`config.mk`:
```
export PLATFORM = sky130hd
export DESIGN_NAME = ecp_frame_dec
export DESIGN_NICKNAME = d
export VERILOG_FILES = /design/src/rtl/ecp_pkg.sv /design/src/rtl/ecp_frame_dec.sv
export SDC_FILE = /design/constraint.sdc
export NUM_CORES = 1
export LEC_CHECK = 0
export ABC_AREA = 1
export BUFFER_PORTS_ARGS = -buffer_cell sky130_fd_sc_hd__buf_2
export CORE_ASPECT_RATIO = 1.25
export CORE_MARGIN = 2
export CORE_UTILIZATION = 50
export CTS_CLUSTER_DIAMETER = 100
export CTS_CLUSTER_SIZE = 28
export DETAILED_ROUTE_END_ITERATION = 16
export PLACE_DENSITY = 0.77
export SYNTH_ARGS = -nofsm -noshare
export SYNTH_HDL_FRONTEND = slang
export SYNTH_SLANG_ARGS = --single-unit
```
`constraint.sdc`:
```
create_clock -name clk -period 3.19 [get_ports clk]
set_input_delay 0.319 -clock clk [delete_from_list [all_inputs] [get_ports clk]]
set_output_delay 0.319 -clock clk [all_outputs]
set_load 0.02 [all_outputs]
```
`src/rtl/ecp_pkg.sv`:
```
// ----------------------------------------------------------------------------
// ecp_pkg
// Shared types and constants of the encoder frame position corrector.
// ----------------------------------------------------------------------------
package ecp_pkg;

  localparam int POS_W      = 13;
  localparam int DEV_W      = 6;
  localparam int TEMP_W     = 13;
  localparam int TVAL_W     = 16;
  localparam int TADDR_W    = 8;
  localparam int TBL_DEPTH  = 256;
  localparam int CFG_IDX_W  = 2;
  localparam int CFG_DATA_W = 13;

  localparam logic       KIND_BYTE  = 1'b0;
  localparam logic       KIND_TABLE = 1'b1;

  localparam logic       FT_DEVICE   = 1'b0;
  localparam logic       FT_POSITION = 1'b1;

  localparam logic [1:0] SYNC_DEVICE = 2'b10;

  localparam logic [CFG_IDX_W-1:0] CFG_ZERO_OFFSET = 2'd0;
  localparam logic [CFG_IDX_W-1:0] CFG_REVERSE     = 2'd1;
  localparam logic [CFG_IDX_W-1:0] CFG_TABLE_EN    = 2'd2;

  typedef struct packed {
    logic              frame_type;
    logic [DEV_W-1:0]  device_code;
    logic [TEMP_W-1:0] temperature;
    logic [POS_W-1:0]  position_reversed;
    logic [POS_W-1:0]  position;
    logic              data_valid;
  } rec_t;

endpackage

```
`src/rtl/ecp_frame_dec.sv`:
```
// ----------------------------------------------------------------------------
// ecp_frame_dec
// Link byte framing, field registers, reversal and zero offset.
// ----------------------------------------------------------------------------
module ecp_frame_dec #(
  parameter int POSITION_BITS = 13
) (
  input  logic                            clk,
  input  logic                            rst_n,
  input  logic                            en,
  input  logic [7:0]                      rx_byte,
  input  logic [ecp_pkg::CFG_DATA_W-1:0]  zero_offset,
  input  logic                            reverse_enable,
  output logic                            done,
  output ecp_pkg::rec_t                   rec
);
  import ecp_pkg::*;

  logic [1:0]        phase_r, phase_nxt;
  logic              open_r, open_nxt;
  logic [7:0]        h0_r, h0_nxt, h1_r, h1_nxt, h2_r, h2_nxt;
  logic [DEV_W-1:0]  dev_r, dev_nxt;
  logic [TEMP_W-1:0] temp_r, temp_nxt;
  logic [13:0]       pos_r, pos_nxt;
  logic              valid_r, valid_nxt;
  logic              ftype;
  logic [POSITION_BITS-1:0] pos_m, pos_rev, pos_off;

  always_comb begin
    phase_nxt = phase_r;
    open_nxt  = open_r;
    h0_nxt    = h0_r;
    h1_nxt    = h1_r;
    h2_nxt    = h2_r;
    dev_nxt   = dev_r;
    temp_nxt  = temp_r;
    pos_nxt   = pos_r;
    valid_nxt = valid_r;
    done      = 1'b0;
    ftype     = FT_POSITION;
    if (rx_byte[7]) begin
      h0_nxt    = rx_byte;
      open_nxt  = 1'b1;
      phase_nxt = 2'd0;
    end else if (open_r) begin
      if (phase_r < 2'd2) begin
        phase_nxt = phase_r + 2'd1;
        if (phase_r == 2'd0) begin
          h1_nxt = rx_byte;
        end else begin
          h2_nxt = rx_byte;
        end
      end else begin
        open_nxt  = 1'b0;
        phase_nxt = 2'd0;
        done      = 1'b1;
        valid_nxt = 1'b1;
        if (h0_r[7:6] == SYNC_DEVICE) begin
          dev_nxt = h0_r[5:0];
          ftype   = FT_DEVICE;
        end else begin
          temp_nxt = {h0_r[5:0], h1_r[6:0]};
          pos_nxt  = {h2_r[6:0], rx_byte[6:0]};
          ftype    = FT_POSITION;
        end
      end
    end
  end

  assign pos_m   = pos_nxt[POSITION_BITS-1:0];
  assign pos_rev = reverse_enable ? (POSITION_BITS'(0) - pos_m) : pos_m;
  assign pos_off = pos_rev - zero_offset[POSITION_BITS-1:0];

  always_comb begin
    rec.frame_type        = ftype;
    rec.device_code       = dev_nxt;
    rec.temperature       = temp_nxt;
    rec.position_reversed = POS_W'(pos_rev);
    rec.position          = POS_W'(pos_off);
    rec.data_valid        = valid_nxt;
  end

  always_ff @(posedge clk) begin
    if (!rst_n) begin
      phase_r <= 2'd0;
      open_r  <= 1'b0;
      h0_r    <= '0;
      h1_r    <= '0;
      h2_r    <= '0;
      dev_r   <= '0;
      temp_r  <= '0;
      pos_r   <= '0;
      valid_r <= 1'b0;
    end else if (en) begin
      phase_r <= phase_nxt;
      open_r  <= open_nxt;
      h0_r    <= h0_nxt;
      h1_r    <= h1_nxt;
      h2_r    <= h2_nxt;
      dev_r   <= dev_nxt;
      temp_r  <= temp_nxt;
      pos_r   <= pos_nxt;
      valid_r <= valid_nxt;
    end
  end

endmodule

```
# Yosys cells after proc, flatten, opt, wreduce, memory -nomap -nowiden
# Cells that the tools add are included.
# Widths: inputs -> output; s select.
# totals
reg_bits,58
in_bits,25
out_inout_bits,48
wordCells,51
# classes
add_sub_neg,3
magnitude_cmp,1
eq_ne,1
muxes,29
n_bitwise,2
reduce_logical,6
# ops
operator,count
$mux 13,9
$mux 6,4
$mux 1,13
$sub 1x13->13 const A,1
$sub 13x13->13,1
$reduce_and 5->1,2
$mux 2,3
$reduce_and 2->1,2
$add 2x1->2 const B,1
$eq 2x2->1 const B,1
$logic_not 2->1,1
$lt 2x2->1 const B,1
$not 1->1,2
$reduce_bool 2->1,1

# Longest topological paths before layout
# Gate-level depths: netlist (run 1).
# depth
ltp_word,8
depth_mapped,22
ltp_nobuf,21

# Least setup slack after synthesis (run 1)
# Ideal clock, no wire load.
# synth_timing
path_type,register to output
startpoint,register phase_r[1]
endpoint,output port rec[10] in the netlist's numbering
arrival_time_ns,3.201
required_time_ns,2.871
setup_slack_ns,-0.330
stages_incl_launch_ff,19
path_buffers,1
cell_sequence,dfxtp_1 -> nand2_2 -> nor2_8 -> nand2_4 -> buf_6 -> o21ai_4 -> ha_1 -> inv_1 -> nor2_2 -> inv_1 -> o21ai_0 -> xor2_1 -> inv_1 -> ha_1 -> nand2_1 -> o21ai_0 -> a31oi_1 -> o21ai_0 -> xor2_1
# synth_rtl
element,line_no,rtl
from (decl),ecp_frame_dec.sv:19,"logic [1:0] phase_r, phase_nxt;"
from (signal assigned),ecp_frame_dec.sv:95,phase_r <= phase_nxt;
to (decl),ecp_frame_dec.sv:15,output ecp_pkg::rec_t rec

==> results.yml, run 1 <==
floorplanning:
  dieHeight_um: 97.1
  top_level_ports: 73
  core_area_mm2: 0.00665
  core.rowCount: 33
  initial_utilization_pct: 52.2
  die_area_mm2: 0.00763
  die_x_um: 78.5
placed_design:
  post-place-ws_ns: -0.0951
  port_buffers: 72
  dp_hpwl_um: 6350
  gp_congestion: 0.874
  placed_area_mm2: 0.00415
sta:
  period_share_pct: 112
  worst_slack_ns: -0.370
  rsz0062_at_grt: "true"
  slew_viol_final: 0
  finalSetupViolations: 10
  tightest_slew_ns: 1.18
  fin_setup_tns_ns: -2.29
  slew_headroom_pct: 21.0
  hold_viol_final: 0
  finClkSkew_ns: 0.00505
  fmax_ghz: 0.281
  fin_crit_ns: 3.56
cts:
  clock_sinks: 57
  path_clk_slew_ns: 0.06
  clockBufferDepth: 2
  worstSkewPairLatency_ns: 0.34
  hold_buffers: 0
  h-tree-depth: 3
  tritoncts: "done"
  numCtsBuffers: 9
  root_buffer: "clkbuf_8"
synthesis:
  ys_seq_elements: 57
  synth_cell_types: 35
  async_flop_share_pct: 0
  syn-cell-area_mm2: 0.00347
  synth_top_flop_cell: "dfxtp_1"
  synth_top_area_share_pct: 32.9
  synth_edf_count: 0
  synthesis.instances: 525
  syn_area_per_cell_um2: 6.61
  synth_area_leaders: "dfxtp_1 33%, inv_1 12%, o21ai_0 12%"
  synth-warning-count: 0
  syn-num-nets: 564
  synth_most_common_cell: "inv_1"
  synth_common_cells: "109 x inv_1, 80 x o21ai_0, 74 x nand2_1"
  synth-seq-area-share_pct: 32.9
  synth.largest_area_cell: "dfxtp_1"
route:
  via_per_inst: 5.14
  dr_total_vias: 3694
  drt-pass1-iter-count: 5
  post_drt_wl_per_cell_um: 13.6
  drc: 0
  drt_iter0_markers: 189
  wirelength_um: 9750
  antenna_left: 0
cells_and_area:
  drive_gt1_share_pct: 33.1
  fin_nets: 665
  syn2layout_area_growth_pct: 37.6
  final_area_mm2: 0.00478
  antenna_cells: 0
setup_path:
  worstSetupStartpointType: "flip-flop"
  end_kind: "output port"
  crit_type: "flip-flop to output port"
  cp_max_fo: 6
  required_ns: 2.87
  cp.arrival_ns: 3.24
grt:
  grt_usage_pct: 24.6
  grt_overflow: 0
  grt_pass1_wl_um: 15100
  grt_pass1_vias: 3462
  antenna_found_initial: 0
  grt_max_degree: 43
power:
  p_per_area_mw_per_mm2: 520
  leakagePower_nw: 2.52
  fin_total_pwr_mw: 2.48
  max-vdd-ir-drop_uv: 410
min_path:
  hold_path_class: "input pin to flip-flop"
status:
  violations: "negative setup slack"
  status: "finished, violations left"
flow_run:
  drv_cap: 0
## per-layer routing
metal	GRT usage (%)	vias to the layer above	share of wire, %
met2	45.6	133	54
met5	0	-	0
met4	10.9	0	2.2
met1	26.5	1695	39
li1	-	1844	-
met3	4.46	22	4.6
## path summary, 6_finish.rpt
check / start / to / slack, ns / cells past startpoint
worst max-delay path: open_r$_SDFFE_PN0P_ / rec[11] / -0.37 / 20
worst min-delay path: rx_byte[5] / h2_r[5]$_SDFFE_PN0P_ / 0.30 / 3
worst max register to register: phase_r[1]$_SDFFE_PN0P_ / h1_r[6]$_SDFFE_PN0P_ / 1.49 / 5
worst min register to register: h1_r[0]$_SDFFE_PN0P_ / h1_r[0]$_SDFFE_PN0P_ / 0.45 / 2
## worst max-delay path: stages (launching register included)
cell,delay [ns]
dfxtp_2,0.35
nand2_4,0.08
nor2_8,0.15
buf_6,0.13
nand3_1,0.10
nand2_2,0.13
inv_2,0.05
nor2_2,0.11
inv_2,0.06
o21ai_4,0.18
xor2_1,0.17
inv_1,0.10
ha_4,0.26
a21oi_4,0.18
o21ai_4,0.08
buf_4,0.14
a21oi_2,0.12
nor2_1,0.07
nor2_2,0.15
xnor2_2,0.13
buf_4,0.16
## layout make-up
cell class	instances	area [um2]
multi-input combinational	333	2180
fill	531	1870
sequential	57	1140
timing repair buffer	113	716
inverter	112	420
clock buffer	14	173
tap	87	109
clock inverter	2	35.0
## cells in the final DEF, fill, tap and decap left out, types with 3 or more instances in the layout
master / netlist / routed
xor2_1: 11 / 8
buf_2: 3 / 62
o21ai_1: 4 / 8
nand4_1: 3 / 3
o21ai_0: 80 / 70
o21ai_4: 2 / 4
buf_6: 1 / 6
nor2_1: 53 / 48
a21oi_2: 0 / 3
xnor2_2: 0 / 4
xor2_2: 0 / 3
ha_1: 13 / 3
buf_4: 3 / 45
dfxtp_1: 57 / 55
inv_2: 2 / 8
nand3_1: 10 / 9
inv_1: 109 / 103
xnor2_1: 9 / 5
nand2_1: 74 / 62
clkbuf_8: 0 / 12
ha_4: 0 / 9
nand2_2: 8 / 18
nor2_2: 4 / 7
a21oi_1: 42 / 37
o21ai_2: 1 / 5
a31oi_4: 0 / 3
## stage by stage
| step | instances | hold slack (ns) | utilization, % |
|---|---|---|---|
| 6_report | 718 | 0.300 | 71.8 |
| 4_1_cts | 712 | 0.293 | 69.6 |
| 2_1_floorplan | 525 | 0.425 | - |
| 5_1_grt | 718 | 0.305 | 71.8 |
| 3_3_place_gp | 690 | 0.437 | 62.5 |
| 3_5_place_dp | 690 | 0.445 | 62.5 |
## power breakdown
group          switching, mW  internal (mW)
combinational          0.581          0.437
sequential            0.0148          0.750
clock                  0.278          0.424
## cell families (layout without fill, tap and decap cells)
logic type                 Yosys count  count (layout)  share of synthesized area (%)
and+or+nand+nor                    157             157                           19.5
AOI/OAI and AO/OA                  142             142                           22.0
buffers and inverters              135             241                           15.3
DFF                                 57              57                           32.9
xor gates and xnor gates            20              20                           5.05
adders and majority gates           14              14                           5.27
## state kept, by name, indices dropped and copies added, names as in the netlist
| register | cells |
|---|---|
| phase_r | 2 |
| temp_r | 13 |
| h2_r | 6 |
| h1_r | 7 |
| valid_r | 1 |
| h0_r | 8 |
| pos_r | 13 |
| dev_r | 6 |
| open_r | 1 |
## what timing repair did
action / in CTS / in global routing
pin swaps: 16 / 24
gates resized for setup: 48 / 29
setup endpoints to repair: 10 / 10
setup buffers: 6 / 6
No activity file was read; power rests on OpenSTA's default activity.
==> run 2, diff against run 1 <==
GPL_TIMING_DRIVEN = 0   (was not set)
==> results.yml, run 2 (synthesis results as in run 1) <==
route:
  drc: 0
  route.met2.wl_um: 5170
  routed-wl-met3_um: 505
  antenna_left: 0
  post_drt_wl_per_cell_um: 14.0
  via_per_inst: 5.16
  wl_met1_um: 3990
  dr_total_vias: 3722
  wirelength_um: 10100
  drt_iter0_markers: 178
  routed.top_layer: "met4"
  drt-pass1-iter-count: 5
setup_path:
  reg2reg_slack_ns: 1.21
  end_kind: "output port"
  crit_top_cell: "buf_4"
  crit_buf_inv: 6
  cp.arrival_ns: 3.38
  required_ns: 2.87
  crit_path_max_incr_delay_ns: 0.36
  reg2reg_to: "temp_r[1]$_SDFFE_PN0P_"
  path_delay_family: "simple AND/OR/NAND/NOR gates"
  cp_slowest_cell: "dfxtp_4"
  timing.rr.start: "phase_r[1]$_SDFFE_PN0P_"
  worstSetupStartpointType: "flip-flop"
  reg2reg_depth: 11
  crit_type: "flip-flop to output port"
  crit_chain: "nand2_4 -> nor2_8 -> buf_4 -> buf_4 -> nand3_1 -> nand2_2 -> nand2_1 -> nor2_4 -> inv_2 -> o21ai_2 -> xor2_1 -> inv_2 -> ha_4 -> nand2_4 -> o21ai_4 -> buf_4 -> a21oi_2 -> nor2_1 -> nor2_2 -> xnor2_2 -> buf_4"
  cp_max_fo: 4
sta:
  slew_headroom_pct: 51.7
  fin_crit_ns: 3.70
  fin_setup_tns_ns: -2.87
  holdWs_ns: 0.273
  hold_viol_final: 0
  tightest_slew_ns: 0.718
  worst_slack_ns: -0.508
  slew_viol_final: 0
  finalSetupViolations: 9
  rsz0062_at_grt: "true"
  period_share_pct: 116
  fmax_ghz: 0.270
  finClkSkew_ns: 0.00799
cts:
  root_buffer: "clkbuf_8"
  h-tree-depth: 3
  worstSkewPairLatency_ns: 0.33
  numCtsBuffers: 9
  clockBufferDepth: 2
  tritoncts: "done"
  clock_sinks: 57
  path_clk_slew_ns: 0.06
cells_and_area:
  final_cell_mix: "101 x inv_1, 72 x o21ai_0, 68 x nand2_1"
  fin_nets: 668
  drive_gt1_share_pct: 30.1
  syn2layout_area_growth_pct: 35.9
  antenna_cells: 0
  top_regs: "pos_r (13), temp_r (13), h0_r (8)"
  layout_commonest_cell: "inv_1"
min_path:
  hold_depth: 3
  hold_path_class: "input pin to flip-flop"
  hp-start: "rst_n"
  hold_path_end: "h0_r[2]$_SDFFE_PN0P_"
floorplanning:
  top_level_ports: 73
  core_area_mm2: 0.00665
  die_area_mm2: 0.00763
  initial_utilization_pct: 52.2
  core.rowCount: 33
  die_x_um: 78.5
  dieHeight_um: 97.1
grt:
  grt_overflow: 0
  antenna_found_initial: 0
  grt_pass1_wl_um: 15500
  grt_pass1_vias: 3578
  grt_max_degree: 11
  grt_usage_pct: 25.2
status:
  violations: "negative setup slack"
  status: "finished, violations left"
placed_design:
  gp_congestion: 0.854
  dp_hpwl_um: 6750
  port_buffers: 72
power:
  seq_power_share_pct: 33.4
  max-vdd-ir-drop_uv: 291
  p_int_mw: 1.43
  switchingPower_mw: 0.861
  leakagePower_nw: 2.48
  clkPwrFrac_pct: 23.9
  p_sw_share_pct: 37.6
  combPwrFrac_pct: 42.7
  p_per_area_mw_per_mm2: 486
flow_run:
  drv_cap: 0
[run 2: what timing repair did]
action	in CTS	in global routing
pin swaps	24	19
gates cloned	1	0
gates resized for setup	51	26
setup buffers	13	7
hold buffers	0	0
endpoints found under the setup margin	10	10
[run 2: worst reg2reg max path: stages, from the launching register on]
cell,delay [ns]
dfxtp_4,0.36
nand2_4,0.07
nor2_8,0.15
nand2_4,0.09
bufbuf_16,0.27
buf_4,0.13
buf_2,0.19
buf_2,0.22
nand2_1,0.09
o21ai_0,0.10
o21ai_0,0.16
inv_1,0.05
[run 2: final cells by class]
class,count,area [um2]
clock inverter,4,20.0
clock buffer,12,135
sequential,57,1150
timing repair buffer,93,577
multi-input combinational,333,2190
inverter,112,420
tap,87,109
buffer,23,113
fill,530,1930
[run 2: how the worst max path moves through the flow]
stage | from | to | slack (ns) | cells after the start
after floorplan | phase_r[1]$_SDFFE_PN0P_ | rec[10] | -0.02 | 18
after global placement | phase_r[1]$_SDFFE_PN0P_ | rec[11] | -0.27 | 21
final | phase_r[1]$_SDFFE_PN0P_ | rec[11] | -0.51 | 21
after global routing | open_r$_SDFFE_PN0P_ | rec[11] | -0.69 | 20
after detailed placement | open_r$_SDFFE_PN0P_ | rec[11] | -0.38 | 21
after CTS | h0_r[6]$_SDFFE_PN0P_ | rec[13] | -0.29 | 23
[run 2: through the flow]
step	power (mW)	cells	utilization [%]	area, um2	setup WS [ns]
finish	2.29	721	70.9	4720	-0.508
global route	2.41	721	70.9	4720	-0.693
CTS	2.18	714	68.5	4550	-0.294
detailed placement	1.52	684	60.8	4040	-0.382
global placement	1.50	684	60.8	4040	-0.272
floorplan	1.32	525	-	3570	-0.0200
[run 2: power by group through the flow]
stage | Sequential [mW] | Clock, mW | Combinational, mW
4_1_cts | 0.764 | 0.556 | 0.858
5_1_grt | 0.767 | 0.587 | 1.06
6_report | 0.765 | 0.548 | 0.979
3_5_place_dp | 0.780 | 0 | 0.737
3_3_place_gp | 0.779 | 0 | 0.720
2_1_floorplan | 0.777 | 0 | 0.541
[run 2: per-layer routing]
layer / global-route usage [%] / vias up
met5: 0 / -
met4: 13.2 / 0
met3: 4.09 / 35
met2: 45.9 / 134
met1: 27.3 / 1703
li1: - / 1850
==> run 3, diff against run 2 <==
SETUP_SLACK_MARGIN = 0.05   (was not set)
==> results.yml, run 3 (synthesis results as in run 1) <==
placed_design:
  dp_hpwl_um: 6800
  dp_cells: 684
  placed_area_mm2: 0.00408
  gp_congestion: 0.845
  post-place-ws_ns: -0.234
  port_buffers: 72
cells_and_area:
  layout.cells.non_filler: 728
  drive_gt1_share_pct: 31.7
  syn2layout_area_growth_pct: 37.4
  final_cell_mix: "100 x inv_1, 71 x o21ai_0, 66 x buf_2"
  antenna_cells: 0
  final_area_mm2: 0.00477
  n_fill_cell: 542
  fin_nets: 675
  layout_commonest_cell: "inv_1"
  top_regs: "pos_r (13), temp_r (13), h0_r (8)"
  final_util_pct: 71.7
route:
  drt-pass1-iter-count: 4
  antenna_left: 0
  drt_iter0_markers: 164
  drc: 0
  routed-wl-met3_um: 471
  dr_total_vias: 3755
  wl_met1_um: 4000
  via_per_inst: 5.16
  route.met2.wl_um: 5250
  post_drt_wl_per_cell_um: 13.9
  routed.top_layer: "met4"
  wirelength_um: 10100
power:
  max-vdd-ir-drop_uv: 363
  p_per_area_mw_per_mm2: 496
  leakagePower_nw: 2.50
sta:
  period_share_pct: 113
  slew_viol_final: 0
  rsz0062_at_grt: "true"
  finalSetupViolations: 10
  tightest_slew_ns: 0.729
  hold_viol_final: 0
  fmax_ghz: 0.278
  fin_crit_ns: 3.59
  slew_headroom_pct: 51.0
  finClkSkew_ns: 0.00696
  worst_slack_ns: -0.404
  fin_setup_tns_ns: -2.51
grt:
  grt_overflow: 0
  grt_pass1_wl_um: 15400
  grt_max_degree: 11
  antenna_found_initial: 0
  grt_pass1_vias: 3572
  grt_usage_pct: 25.2
setup_path:
  crit_type: "flip-flop to output port"
  reg2reg_depth: 10
  end_kind: "output port"
  cp_max_fo: 8
  reg2reg_to: "temp_r[4]$_SDFFE_PN0P_"
  timing.rr.start: "open_r$_SDFFE_PN0P_"
  reg2reg_slack_ns: 1.47
  endpoint: "rec[12]"
  worstSetupStartpointType: "flip-flop"
  cp-startpoint: "open_r$_SDFFE_PN0P_"
  cp.arrival_ns: 3.28
  required_ns: 2.87
cts:
  root_buffer: "clkbuf_8"
  clockBufferDepth: 2
  hold_buffers: 0
  clock_sinks: 57
  worstSkewPairLatency_ns: 0.34
  h-tree-depth: 3
  numCtsBuffers: 9
  path_clk_slew_ns: 0.06
  tritoncts: "done"
status:
  status: "finished, violations left"
  violations: "negative setup slack"
floorplanning:
  dieHeight_um: 97.1
  core_area_mm2: 0.00665
  initial_utilization_pct: 52.2
  core.rowCount: 33
  die_area_mm2: 0.00763
  top_level_ports: 73
  die_x_um: 78.5
flow_run:
  drv_cap: 0
min_path:
  hold_path_class: "input pin to flip-flop"
  hp-start: "rst_n"
run 3: worst min path at each step:
| stage | endpoint | slack (ns) | cells past startpoint |
|---|---|---|---|
| final | h0_r[2]$_SDFFE_PN0P_ | 0.28 | 3 |
| after global routing | h0_r[2]$_SDFFE_PN0P_ | 0.30 | 3 |
| after CTS | h0_r[2]$_SDFFE_PN0P_ | 0.26 | 3 |
| after detailed placement | h1_r[1]$_SDFFE_PN0P_ | 0.44 | 2 |
| after global placement | h1_r[3]$_SDFFE_PN0P_ | 0.44 | 2 |
| after floorplan | h1_r[0]$_SDFFE_PN0P_ | 0.42 | 2 |
run 3: cell type report:
| cell class | count | area [um2] | area share (%) |
|---|---|---|---|
| Multi-Input combinational cell | 333 | 2190 | 46.0 |
| Sequential cell | 57 | 1150 | 24.1 |
| Timing Repair Buffer | 100 | 608 | 12.8 |
| Inverter | 112 | 420 | 8.82 |
| Clock buffer | 13 | 159 | 3.33 |
| Buffer | 23 | 113 | 2.36 |
| Tap cell | 87 | 109 | 2.28 |
| Clock inverter | 3 | 15.0 | 0.315 |
run 3: metal layers:
| metal | vias to the layer above | GRT usage [%] |
|---|---|---|
| met2 | 127 | 46.0 |
| li1 | 1863 | - |
| met3 | 35 | 5.76 |
| met5 | - | 0 |
| met1 | 1730 | 26.4 |
| met4 | 0 | 13.0 |
run 3: power by group:
part           internal (mW)  switching [mW]  total [mW]
clock                  0.320           0.273       0.594
combinational          0.425           0.582        1.01
sequential             0.749          0.0161       0.765
run 3: timing repair:
item                       CTS  global route
resized for setup           44            27
setup endpoints to repair   10            11
pin swaps                   28            13
buffers inserted            19             9
run 3: metrics by stage:
stage | total power, mW | hold WS [ns]
global route | 2.48 | 0.296
floorplan | 1.33 | 0.425
CTS | 2.27 | 0.259
detailed placement | 1.53 | 0.441
finish | 2.37 | 0.285
global placement | 1.51 | 0.437
run 3: worst max-delay path, cell delays in order (launching register included):
cell	delay, ns
dfxtp_4	0.37
nand2_4	0.07
nor2_8	0.13
nand2_4	0.09
buf_8	0.14
nand2_1	0.10
o21ai_4	0.10
ha_4	0.18
nor2_2	0.10
xor2_1	0.22
inv_2	0.09
ha_4	0.26
a21o_1	0.18
a31oi_4	0.20
inv_2	0.08
nand4_1	0.15
o2111ai_2	0.16
xor2_2	0.19
buf_6	0.14
