==> config.mk <==
export PLATFORM = sky130hd
export DESIGN_NAME = ecp_interp_flat
export DESIGN_NICKNAME = d
export VERILOG_FILES = /design/src/rtl/ecp_pkg.sv /design/src/rtl/ecp_if.sv /design/src/rtl/ecp_interp.sv /design/src/flat_wrapper.sv
export SDC_FILE = /design/constraint.sdc
export NUM_CORES = 1
export LEC_CHECK = 0
export ABC_AREA = 1
export BUFFER_PORTS_ARGS = -buffer_cell sky130_fd_sc_hd__buf_2
export CORE_UTILIZATION = 52
export CTS_CLUSTER_DIAMETER = 80
export DETAILED_ROUTE_END_ITERATION = 12
export GPL_TIMING_DRIVEN = 1
export PLACE_DENSITY = 0.83
export SETUP_SLACK_MARGIN = 0.4
export SLEW_MARGIN = 25
export SYNTH_ARGS = -nofsm -noshare
export SYNTH_HDL_FRONTEND = slang
export SYNTH_SLANG_ARGS = --single-unit
export TNS_END_PERCENT = 5
==> constraint.sdc <==
create_clock -name clk -period 7.2 [get_ports clk]
set_input_delay 1.44 -clock clk [delete_from_list [all_inputs] [get_ports clk]]
set_output_delay 1.44 -clock clk [all_outputs]
set_load 0.05 [all_outputs]
==> src/rtl/ecp_pkg.sv <==
// ----------------------------------------------------------------------------
// ecp_pkg
// Shared types and constants of the encoder frame position corrector.
// ----------------------------------------------------------------------------
package ecp_pkg;

  localparam int POS_W      = 13;
  localparam int DEV_W      = 6;
  localparam int TEMP_W     = 13;
  localparam int TVAL_W     = 16;
  localparam int TADDR_W    = 8;
  localparam int TBL_DEPTH  = 256;
  localparam int CFG_IDX_W  = 2;
  localparam int CFG_DATA_W = 13;

  localparam logic       KIND_BYTE  = 1'b0;
  localparam logic       KIND_TABLE = 1'b1;

  localparam logic       FT_DEVICE   = 1'b0;
  localparam logic       FT_POSITION = 1'b1;

  localparam logic [1:0] SYNC_DEVICE = 2'b10;

  localparam logic [CFG_IDX_W-1:0] CFG_ZERO_OFFSET = 2'd0;
  localparam logic [CFG_IDX_W-1:0] CFG_REVERSE     = 2'd1;
  localparam logic [CFG_IDX_W-1:0] CFG_TABLE_EN    = 2'd2;

  typedef struct packed {
    logic              frame_type;
    logic [DEV_W-1:0]  device_code;
    logic [TEMP_W-1:0] temperature;
    logic [POS_W-1:0]  position_reversed;
    logic [POS_W-1:0]  position;
    logic              data_valid;
  } rec_t;

endpackage

==> src/rtl/ecp_if.sv <==


interface ecp_out_if;
  import ecp_pkg::*;

  logic              valid;
  logic              ready;
  logic              frame_type;
  logic [DEV_W-1:0]  device_code;
  logic [TEMP_W-1:0] temperature;
  logic [POS_W-1:0]  position_reversed;
  logic [POS_W-1:0]  position;
  logic              data_valid;

  modport source (output valid, frame_type, device_code, temperature, position_reversed,
                  position, data_valid, input ready);
  modport sink   (input valid, frame_type, device_code, temperature, position_reversed,
                  position, data_valid, output ready);
endinterface

==> src/rtl/ecp_interp.sv <==
// ----------------------------------------------------------------------------
// ecp_interp
// Table interpolation pipeline and output register.
// ----------------------------------------------------------------------------
module ecp_interp #(
  parameter int POSITION_BITS = 13
) (
  input  logic                              clk,
  input  logic                              rst_n,
  output logic                              advance,
  input  logic                              s0_valid,
  input  ecp_pkg::rec_t                     s0_rec,
  input  logic                              table_enable,
  input  logic signed [ecp_pkg::TVAL_W-1:0] rd0,
  input  logic signed [ecp_pkg::TVAL_W-1:0] rd1,
  ecp_out_if.source                         out_bus
);
  import ecp_pkg::*;

  localparam int FRAC_BITS = POSITION_BITS - 8;
  localparam int FRAC_W    = (FRAC_BITS > 0) ? FRAC_BITS : 1;
  localparam int PROD_W    = TVAL_W + 1 + FRAC_W + 1;

  logic                       v1_r, v2_r, ov_r;
  rec_t                       rec1_r, rec2_r, orec_r;
  logic signed [TVAL_W:0]     diff;
  logic [FRAC_W-1:0]          frac;
  logic signed [PROD_W-1:0]   prod, prod_r, shifted;
  logic signed [TVAL_W-1:0]   o0_r;
  logic [POSITION_BITS-1:0]   interp, pos_cor;
  rec_t                       rec2_fin;

  assign advance = !ov_r || out_bus.ready;

  assign diff = {rd1[TVAL_W-1], rd1} - {rd0[TVAL_W-1], rd0};
  assign frac = (FRAC_BITS > 0) ? rec1_r.position[FRAC_W-1:0] : '0;
  assign prod = PROD_W'(diff) * PROD_W'(signed'({1'b0, frac}));

  assign shifted = prod_r >>> FRAC_BITS;
  assign interp  = o0_r[POSITION_BITS-1:0] + shifted[POSITION_BITS-1:0];
  assign pos_cor = rec2_r.position[POSITION_BITS-1:0] + interp;

  always_comb begin
    rec2_fin = rec2_r;
    if (table_enable) begin
      rec2_fin.position = POS_W'(pos_cor);
    end
  end

  always_ff @(posedge clk) begin
    if (!rst_n) begin
      v1_r <= 1'b0;
      v2_r <= 1'b0;
      ov_r <= 1'b0;
    end else if (advance) begin
      v1_r <= s0_valid;
      v2_r <= v1_r;
      ov_r <= v2_r;
    end
  end

  always_ff @(posedge clk) begin
    if (advance) begin
      rec1_r <= s0_rec;
      rec2_r <= rec1_r;
      o0_r   <= rd0;
      prod_r <= prod;
      orec_r <= rec2_fin;
    end
  end

  assign out_bus.valid             = ov_r;
  assign out_bus.frame_type        = orec_r.frame_type;
  assign out_bus.device_code       = orec_r.device_code;
  assign out_bus.temperature       = orec_r.temperature;
  assign out_bus.position_reversed = orec_r.position_reversed;
  assign out_bus.position          = orec_r.position;
  assign out_bus.data_valid        = orec_r.data_valid;

endmodule

==> src/flat_wrapper.sv <==
// flat-port wrapper written by rule: the top's interface ports become plain ports
module ecp_interp_flat import ecp_pkg::*;
#(
  parameter int POSITION_BITS = 13
)
  (clk, rst_n, advance, s0_valid, s0_rec, table_enable, rd0, rd1, out_bus_valid, out_bus_frame_type, out_bus_device_code, out_bus_temperature, out_bus_position_reversed, out_bus_position, out_bus_data_valid, out_bus_ready);
  ecp_out_if out_bus_i ();
  input  logic clk;
  input  logic rst_n;
  output logic advance;
  input  logic s0_valid;
  input  ecp_pkg::rec_t s0_rec;
  input  logic table_enable;
  input  logic signed [ecp_pkg::TVAL_W-1:0] rd0;
  input  logic signed [ecp_pkg::TVAL_W-1:0] rd1;
  output wire logic [$bits(out_bus_i.valid)-1:0] out_bus_valid;
  output wire logic [$bits(out_bus_i.frame_type)-1:0] out_bus_frame_type;
  output wire logic [$bits(out_bus_i.device_code)-1:0] out_bus_device_code;
  output wire logic [$bits(out_bus_i.temperature)-1:0] out_bus_temperature;
  output wire logic [$bits(out_bus_i.position_reversed)-1:0] out_bus_position_reversed;
  output wire logic [$bits(out_bus_i.position)-1:0] out_bus_position;
  output wire logic [$bits(out_bus_i.data_valid)-1:0] out_bus_data_valid;
  input wire logic [$bits(out_bus_i.ready)-1:0] out_bus_ready;
  assign out_bus_valid = out_bus_i.valid;
  assign out_bus_frame_type = out_bus_i.frame_type;
  assign out_bus_device_code = out_bus_i.device_code;
  assign out_bus_temperature = out_bus_i.temperature;
  assign out_bus_position_reversed = out_bus_i.position_reversed;
  assign out_bus_position = out_bus_i.position;
  assign out_bus_data_valid = out_bus_i.data_valid;
  assign out_bus_i.ready = out_bus_ready;
  ecp_interp #(.POSITION_BITS(POSITION_BITS)) u_core (.clk(clk), .rst_n(rst_n), .advance(advance), .s0_valid(s0_valid), .s0_rec(s0_rec), .table_enable(table_enable), .rd0(rd0), .rd1(rd1), .out_bus(out_bus_i));
endmodule
* Word-level counts from Yosys, hierarchy flattened
Cells that the tools add are included.
** Cells by class
- Multiply operators :: 1
- Reductions and logical operators :: 2
- Muxes and demuxes :: 1
- $add $sub $neg :: 3
** Operators with widths (number)
- adder 13 bit :: 2
- multiplier 17 x 6 -> 18 bit :: 1
- subtractor 16 x 16 -> 17 bit :: 1
- two-way mux 13 bit :: 1
- zero test 1 bit :: 1
- logical OR 1 bit :: 1
** Storage, ports and cells
- Register bits after elaboration :: 175
- Input port bits :: 84
- Word-level logic and storage cells :: 30
- Output and inout port bits :: 49

* Longest topological paths before layout
Gate-level depths: netlist of run 1.
- Depth after elaboration :: 3
- Gate-level depth with buffers :: 26
- Gate-level depth less buffers :: 26

* Least setup slack after synthesis of run 1
Ideal clock, no wire load.
- Path type :: in2out
- Start point :: input port out_bus_ready
- End point :: output port advance
- Stages :: 2
- Path buffers :: 0
- Slack :: 0.725 ns
- Required time :: 5.760 ns
- Data arrival time :: 5.035 ns
- Path through :: nor2_1 inv_1
** On the way
- Word-level cells in the longest chain between the ends :: 1
** RTL lines
- from (decl) :: RTL line flat_wrapper.sv:23 : input wire logic [$bits(out_bus_i.ready)-1:0] out_bus_ready;
- logical OR 1 bit :: RTL line ecp_interp.sv:33 : assign advance = !ov_r || out_bus.ready;
- to (decl) :: RTL line flat_wrapper.sv:10 : output logic advance;
No other way between the ends.

* Worst setup path in the final report of run 1
- Start point :: input port rd0[5] (netlist name)
- End point :: register u_core.prod_r[16] (data pin)
** On the way
- Word-level cells in the longest chain between the ends :: 2
** RTL lines
- from (decl) :: RTL line flat_wrapper.sv:14 : input logic signed [ecp_pkg::TVAL_W-1:0] rd0;
- subtractor 16 x 16 -> 17 bit :: RTL line ecp_interp.sv:35 : assign diff = {rd1[TVAL_W-1], rd1} - {rd0[TVAL_W-1], rd0};
- multiplier 17 x 6 -> 18 bit :: RTL line ecp_interp.sv:37 : assign prod = PROD_W'(diff) * PROD_W'(signed'({1'b0, frac}));
- net u_core.prod[16] :: RTL line ecp_interp.sv:28 : logic signed [PROD_W-1:0] prod, prod_r, shifted;
- to (signal assigned) :: RTL line ecp_interp.sv:67 : prod_r <= prod;
- to (decl) :: RTL line ecp_interp.sv:28
The timed path passes the listed nets, and every way through them passes these cells.
A chain may end at the register's enable or synchronous reset.

==> results of run 1 <==
## through the flow
stage               area, um^2  hold slack, ps  setup WS, ps  utilization (%)
floorplan                 9290             400           725                -
global placement         10200             400          1070             58.8
detailed placement       10200             405           965             58.8
CTS                      10800             413          1400             62.0
global route             10800             422          1030             62.0
finish                   10800             412          1330             62.0
## area by class of cell
type	instances	area [um^2]	share of cell area, %
inverter	150	568	5.28
sequential	170	5070	47.2
clock inverter	12	108	1.00
multi-input combinational	498	3620	33.6
clock buffer	20	437	4.06
timing repair buffer	133	672	6.24
tap	225	282	2.62
## placed cells by master (no fill, tap or decap), types with 2 or more instances in the layout
cell type	netlist	routed
a21oi_1	32	32
buf_2	0	132
dfxtp_1	3	3
inv_1	148	147
o21ai_0	24	24
clkinvlp_4	0	2
nor2_1	86	86
a31oi_1	5	5
clkbuf_16	0	17
inv_2	2	2
xor2_1	21	21
and3_1	4	4
nand3_1	21	21
nand4_1	4	4
and2_1	2	2
ha_1	56	56
nand2_2	4	4
nand3b_1	3	3
clkinv_4	0	4
inv_8	0	2
xnor2_1	12	12
edfxtp_1	167	167
inv_6	0	5
o2111ai_1	2	2
clkbuf_1	7	3
nand2_1	156	156
fa_1	54	54
## per-layer routing
layer / global-route usage, % / vias to the layer above
li1: - / 2980
met1: 23.9 / 2806
met2: 34.6 / 211
met3: 4.45 / 39
met4: 8.30 / 0
met5: 0 / -
## worst paths after layout
| path | end | slack, ps | cells past startpoint |
|---|---|---|---|
| setup reg to reg | u_core.prod_r[15]$_DFFE_PP_ | 2800 | 18 |
| hold / removal | u_core.rec2_fin[14]$_DFFE_PP_ | 410 | 0 |
| hold reg to reg | u_core.rec2_fin[14]$_DFFE_PP_ | 410 | 0 |
| setup / recovery | u_core.prod_r[16]$_DFFE_PP_ | 1330 | 21 |
## kinds of logic (layout without fill, tap and decap cells)
group / Yosys count / in the layout / synth area share (%)
compound gates: 70 / 70 / 4.15
xor+xnor: 33 / 33 / 3.11
fa+ha+maj: 110 / 110 / 19.2
buf+inv: 157 / 315 / 6.35
flops: 170 / 170 / 54.7
simple gates: 285 / 285 / 12.5
## state kept, by name, indices dropped and copies added, names as in the netlist
signal	cells
u_core.out_bus.frame_type	1
u_core.o0_r	13
u_core.out_bus.valid	1
u_core.v1_r	1
u_core.v2_r	1
u_core.prod_r	13
u_core.out_bus.position_reversed	13
u_core.out_bus.device_code	6
u_core.rec2_r	13
u_core.out_bus.data_valid	1
u_core.out_bus.temperature	13
u_core.rec1_r	42
u_core.out_bus.position	13
u_core.rec2_fin	34
u_core.frac	5
## worst max-delay path, delay by kind of cell
kind / cells / cell delay, ps
compound gates: 3 / 600
xor+xnor: 2 / 510
fa+ha+maj: 5 / 2280
buf+inv: 5 / 350
simple gates: 6 / 830
## report_power, final
part           switching (mW)  internal (mW)
logic                    1.16          0.678
clock network           0.372          0.452
registers              0.0548           1.31
total                    1.59           2.44
==> flow_summary.yaml, run 1 <==
setup_path:
  arrival_ps: 6030
  crit_chain: "buf_2, inv_1, ha_1, nand2_1, inv_1, a21oi_1, nand2_1, a31oi_1, xor2_1, nor2_1, fa_1, fa_1, inv_1, fa_1, inv_1, ha_1, nand2_1, nor2_1, nand4_1, o2111ai_1, xor2_1"
  crit_top_cell: "inv_1"
  cp-end-kind: "flop"
  required_ps: 7360
  slowest_delay_ps: 530
  start_kind: "input pin"
  critPathLaunch: "rd0[5]"
  critical_path_class: "in2reg"
  cp_slowest_cell: "fa_1"
  r2r_start: "u_core.frac[2]$_DFFE_PP_"
  cp_max_fo: 5
drt:
  dr_wl_met3_mm: 1.19
  num_vias: 6036
  wl_met1_mm: 7.11
  totalWireLength_mm: 17.4
  top_layer_used: "met4"
  drcViolationCount: 0
  dr.pass1.iters: 5
  routed_via_density: 5.00
  drt-initial-drc-count: 443
  wl_per_cell_um: 14.4
  dr_wl_met2_mm: 8.66
  ant_nets: 0
clock_network:
  cts_buffer_depth: 2
  clock-sinks: 170
  h-tree-depth: 4
  clk_pin_slew_worst_paths_ps: 70
  worstSkewPairLatency_ps: 420
  postCtsHoldBufs: 0
  post_cts_resized: 0
  tritoncts: "built"
  cts_made_buffers: 17
  cts-root-buf: "clkbuf_16"
  post_cts_buffers: 0
logic_synthesis:
  synth_top_cell_area_share_pct: 54.0
  synthDistinctLibCells: 33
  ys_top_cells_by_area: "edfxtp_1, fa_1, ha_1"
  syn_avg_cell_area_um2: 11.3
  ys_seq_area_share_pct: 54.7
  synth_edf_count: 167
  synth_async_sr_flop_share_pct: 0
  synthTopCellsByCount: "edfxtp_1, nand2_1, inv_1"
  syn_area_mm2: 0.00929
  synth_nets: 1019
  synthCells: 825
  yosysWarnings: 0
  synth_top_area_cell: "edfxtp_1"
  synth_most_common_cell: "edfxtp_1"
  synth_seq_cells: 170
  synth-main-ff-cell: "edfxtp_1"
cells_and_area:
  nets: 1164
  drive_gt1_share_pct: 17.9
  area_delta_synth_final_pct: 15.9
  fill_cells: 1312
  antenna_cells: 0
  fin_cells: 1208
power_and_ir_drop:
  irDropWorstVdd_mv: 0.231
  p_total_mw: 4.03
  p_per_area_mw_per_mm2: 374
  p_leak_nw: 5.10
floorplan:
  dieArea_mm2: 0.0184
  start_util_pct: 53.5
  coreArea_mm2: 0.0174
  rows: 48
  die_x_um: 136
  die-height_um: 136
  io_pins: 133
run_status:
  status: "finished clean"
timing:
  finalHoldViolCount: 0
  maxSlewViolCount: 0
  fin_skew_ps: 8.28
  rsz0062_at_grt: "no"
  setup_tns_ps: 0
  fin_crit_sh_pct: 81.5
  finalCriticalPeriod_ps: 5870
  worst_slew_pin_slew_ps: 741
  max_freq_mhz: 170
  slew_headroom_pct: 50.6
  setup_viol: 0
placement:
  hpwlAfterDp_mm: 13.6
  dpl.cell_count: 1176
  io_buffers: 132
  globalplace.congestion: 0.919
global_routing:
  grt_pass1_vias: 5909
  antenna_found_initial: 0
  grt_max_degree: 89
  overflow: 0
  grt_pass1_wl_mm: 27.7
  grt_usage_pct: 19.9
hold_path:
  hp-class: "reg2reg"
  hold_path.startpoint: "u_core.rec1_r[14]$_DFFE_PP_"
flow_run:
  maxCapViolations: 0
Note: power is estimated with default switching activity, not from simulation.
==> inputs of run 2 (changes only) <==
- clock period: 7.2 -> 6.1 ns (I/O delays scaled with it)
==> flow_summary.yaml, run 2 (same netlist as run 1, synthesis figures left out) <==
drt:
  dr.pass1.iters: 5
  drt-initial-drc-count: 332
  ant_nets: 0
  wl_per_cell_um: 15.0
  drcViolationCount: 0
  totalWireLength_mm: 18.3
  routed_via_density: 5.04
  num_vias: 6131
power_and_ir_drop:
  p_leak_nw: 5.16
  p_per_area_mw_per_mm2: 450
  p_total_mw: 4.96
  irDropWorstVdd_mv: 0.286
timing:
  finalCriticalPeriod_ps: 5560
  worst_slew_pin_slew_ps: 1020
  finalHoldViolCount: 0
  setup_viol: 0
  fin_crit_sh_pct: 91.2
  maxSlewViolCount: 0
  fin_skew_ps: 12.5
  max_freq_mhz: 180
  slew_headroom_pct: 32.2
  setup_tns_ps: 0
  fin_ws_ps: 535
  rsz0062_at_grt: "no"
placement:
  pre_cts_slack_ps: 12.2
  globalplace.congestion: 0.909
  io_buffers: 132
  placed_area_mm2: 0.0102
  dpl.cell_count: 1179
  hpwlAfterDp_mm: 13.7
cells_and_area:
  final_common_cell: "edfxtp_1"
  finalInstanceArea_mm2: 0.0110
  area_delta_synth_final_pct: 18.7
  drive_gt1_share_pct: 21.2
  nets: 1171
  largest_register_ffs: 42
  fin_cells: 1216
  regMostFlops: "u_core.rec1_r"
  final_cell_mix: "edfxtp_1, nand2_1, inv_1"
clock_network:
  cts-root-buf: "clkbuf_16"
  tritoncts: "built"
  cts_made_buffers: 17
  cts_buffer_depth: 2
  clock-sinks: 170
  h-tree-depth: 4
  clk_pin_slew_worst_paths_ps: 80
  worstSkewPairLatency_ps: 420
setup_path:
  cp_max_fo: 5
  arrival_ps: 5740
  start_kind: "input pin"
  critical_path_class: "in2reg"
  cp-end-kind: "flop"
  required_ps: 6270
floorplan:
  start_util_pct: 53.5
  dieArea_mm2: 0.0184
  coreArea_mm2: 0.0174
  die-height_um: 136
  rows: 48
  io_pins: 133
  die_x_um: 136
global_routing:
  grt_pass1_wl_mm: 28.5
  antenna_found_initial: 1
  overflow: 0
  grt_max_degree: 87
  grt_pass1_vias: 6046
  grt_usage_pct: 20.6
run_status:
  status: "finished clean"
hold_path:
  hp-class: "reg2reg"
flow_run:
  maxCapViolations: 0
[run 2: cell types whose count changed in the layout (fill, tap and decap cells not counted), moves of 4 or more]
cell,delta
buf_4,+8
ha_1,-7
ha_4,+5
nor2_1,-4
nor2_2,+4
[run 2: what timing repair did]
| action | in CTS | in global routing |
|---|---|---|
| gates resized for setup | 0 | 28 |
| hold endpoints to repair | 0 | 0 |
| endpoints found under the setup margin | 0 | 7 |
| setup buffers | 0 | 4 |
| hold buffers | 0 | 0 |
[run 2: layer usage]
layer | vias to the layer above | GRT usage (%) | wire length [um]
met5 | - | 0 | 0
met4 | 0 | 7.37 | 457
met3 | 32 | 3.40 | 987
met2 | 182 | 38.2 | 9620
met1 | 2922 | 23.6 | 7230
li1 | 2995 | - | -
[run 2: through the flow]
stage,hold WS [ps],util (%)
3_5_place_dp,405,59.0
5_1_grt,405,63.5
3_3_place_gp,400,59.0
2_1_floorplan,400,-
4_1_cts,404,62.3
6_report,406,63.5
[run 2: critical path, cell delays in order]
cell and delay (ps):
buf_2 130, inv_1 50, ha_1 340, nand2_1 110, inv_1 70, a21oi_1 210, nand2_2 150, xnor2_4 250
nor2_2 70, fa_1 500, fa_1 490, inv_1 50, fa_1 520, inv_1 40, ha_1 360, nand2_1 100
nor2_1 60, a211oi_2 290, o21ai_4 140, a21oi_4 230, o21bai_2 90, nand3_1 90, nand2_1 50, nand2_1 60
nand2_1 40
[run 2: final cells by class]
class,count,area (um^2)
well taps,225,282
clock inverters,15,153
clock buffers,17,425
flip-flops and latches,170,5070
diodes,1,2.50
multi-input cells,498,3800
inverters,150,567
repair buffers,140,721
fillers,1297,6330
[run 2: final timing paths]
check,cells past startpoint,to,slack (ps),startpoint
max,25,u_core.prod_r[15]$_DFFE_PP_,540,rd0[5]
min,0,u_core.out_bus.temperature[0]$_DFFE_PP_,410,u_core.rec2_fin[27]$_DFFE_PP_
max reg2reg,18,u_core.prod_r[15]$_DFFE_PP_,1620,u_core.frac[0]$_DFFE_PP_
min reg2reg,0,u_core.out_bus.temperature[0]$_DFFE_PP_,410,u_core.rec2_fin[27]$_DFFE_PP_
[run 2: where the power goes]
group          internal [mW]  switching (mW)  leakage [nW]
clock network          0.544           0.475         0.281
registers               1.55          0.0698          1.78
logic                  0.881            1.44          3.10
total                   2.97            1.99          5.16
==> inputs of run 3 (changes only) <==
- CTS_CLUSTER_SIZE: unset -> 40
- TNS_END_PERCENT: 5 -> unset
- clock period: 6.1 -> 5.6 ns (I/O delays scaled with it)
==> flow_summary.yaml, run 3 (same netlist as run 1, synthesis figures left out) <==
run_status:
  status: "finished clean"
placement:
  hpwlAfterDp_mm: 13.5
  globalplace.congestion: 0.853
  io_buffers: 132
  dpl.cell_count: 1201
power_and_ir_drop:
  p_leak_nw: 5.31
  irDropWorstVdd_mv: 0.408
  p_per_area_mw_per_mm2: 519
  p_total_mw: 5.99
global_routing:
  antenna_found_initial: 0
  grt_usage_pct: 20.8
  overflow: 0
  grt_pass1_wl_mm: 28.8
  grt_max_degree: 170
  grt_pass1_vias: 6043
timing:
  finalCriticalPeriod_ps: 5280
  rsz0062_at_grt: "yes"
  finalHoldViolCount: 0
  slew_headroom_pct: 45.5
  holdWs_ps: 413
  worst_slew_pin_slew_ps: 817
  fin_skew_ps: 12.8
  max_freq_mhz: 189
  maxSlewViolCount: 0
  setup_tns_ps: 0
  setup_viol: 0
  fin_crit_sh_pct: 94.4
flow_run:
  maxCapViolations: 0
floorplan:
  die-height_um: 136
  dieArea_mm2: 0.0184
  rows: 48
  io_pins: 133
  coreArea_mm2: 0.0174
  start_util_pct: 53.5
  die_x_um: 136
clock_network:
  cts_made_buffers: 17
  tritoncts: "built"
  h-tree-depth: 4
  clk_pin_slew_worst_paths_ps: 60
  cts-root-buf: "clkbuf_16"
  worstSkewPairLatency_ps: 420
  clock-sinks: 170
  postCtsHoldBufs: 0
  cts_buffer_depth: 2
setup_path:
  critPathLaunch: "rd0[4]"
  cp_slowest_cell: "fa_1"
  cp_max_fo: 4
  required_ps: 5760
  critical_path_class: "in2reg"
  crit_chain: "buf_2, inv_1, ha_4, nand2_1, inv_1, a21oi_2, nand2_2, a31oi_1, xor2_1, nor2_1, fa_1, fa_1, inv_1, fa_1, inv_1, ha_4, a21oi_1, o21ai_0, nand2_1, o2111ai_2, xor2_1"
  slowest_delay_ps: 550
  start_kind: "input pin"
  cp-end-kind: "flop"
  arrival_ps: 5450
  r2r_start: "u_core.frac[2]$_DFFE_PP_"
  crit_top_cell: "inv_1"
drt:
  totalWireLength_mm: 18.7
  wl_per_cell_um: 15.1
  ant_nets: 0
  dr.pass1.iters: 7
  drcViolationCount: 0
  num_vias: 6272
  drt-initial-drc-count: 328
  routed_via_density: 5.05
cells_and_area:
  fin_cells: 1242
  final_util_pct: 66.4
  nets: 1198
  antenna_cells: 0
  largest_register_ffs: 42
  final_common_cell: "edfxtp_1"
  drive_gt1_share_pct: 27.7
  final_cell_mix: "edfxtp_1, nand2_1, inv_1"
  regMostFlops: "u_core.rec1_r"
  area_delta_synth_final_pct: 24.2
hold_path:
  hp-class: "reg2reg"
  hold_path.startpoint: "u_core.rec1_r[36]$_DFFE_PP_"
==> run 3: cell count changes in the layout (fill, tap and decap cells not counted), moves of 4 or more <==
cell,delta
nand2_1,-5
ha_1,-13
nand2_2,+5
a21oi_2,+6
inv_2,+9
inv_8,-4
nor2_1,-4
inv_1,-10
a21oi_1,-7
ha_4,+13
buf_4,+25
==> run 3: timing repair <==
item,CTS,global route
cloned,0,0
setup endpoints to repair,2,9
resized for setup,2,71
pin swaps,1,36
setup buffers,0,9
==> run 3: path summary, 6_finish.rpt <==
| path | end | slack, ps | depth (start not counted) |
|---|---|---|---|
| worst min-delay path | u_core.rec2_fin[36]$_DFFE_PP_ | 410 | 0 |
| worst max register to register | u_core.prod_r[17]$_DFFE_PP_ | 1310 | 17 |
| worst max-delay path | u_core.prod_r[16]$_DFFE_PP_ | 320 | 21 |
| worst min register to register | u_core.rec2_fin[36]$_DFFE_PP_ | 410 | 0 |
==> run 3: final cells by class <==
type	count	area (um^2)
Clock buffer	18	429
Clock inverter	14	164
Fill cell	1225	5820
Inverter	150	579
Multi-Input combinational cell	498	4050
Sequential cell	170	5070
Tap cell	225	282
Timing Repair Buffer	167	956
==> run 3: critical path: cells and delay by family <==
family / cells / cell delay [ps]
adders and majority gates: 5 / 2100
AOI/OAI and AO/OA: 5 / 910
xor gates and xnor gates: 2 / 490
buffers and inverters: 5 / 400
and+or+nand+nor: 4 / 410
==> run 3: per-stage QoR <==
step           setup slack, ps  cell area (um^2)
2_1_floorplan              312              9390
3_3_place_gp             -65.1             10500
3_5_place_dp              -142             10500
4_1_cts                    393             11100
5_1_grt                    166             11500
6_report                   316             11500
==> run 3: per-layer routing <==
| metal | up-vias | global-route usage, % | share of wire [%] | wire length, um |
|---|---|---|---|---|
| met5 | - | 0 | 0 | 0 |
| met3 | 33 | 3.55 | 5.3 | 988 |
| met2 | 196 | 36.6 | 51 | 9470 |
| li1 | 3056 | - | - | - |
| met4 | 0 | 7.99 | 2.3 | 429 |
| met1 | 2987 | 25.3 | 42 | 7850 |
==> run 3: power by group <==
part / internal (mW) / leakage [nW] / switching (mW)
Combinational: 1.31 / 3.24 / 1.76
Sequential: 1.69 / 1.78 / 0.0782
Clock: 0.667 / 0.284 / 0.485
Total: 3.66 / 5.31 / 2.33
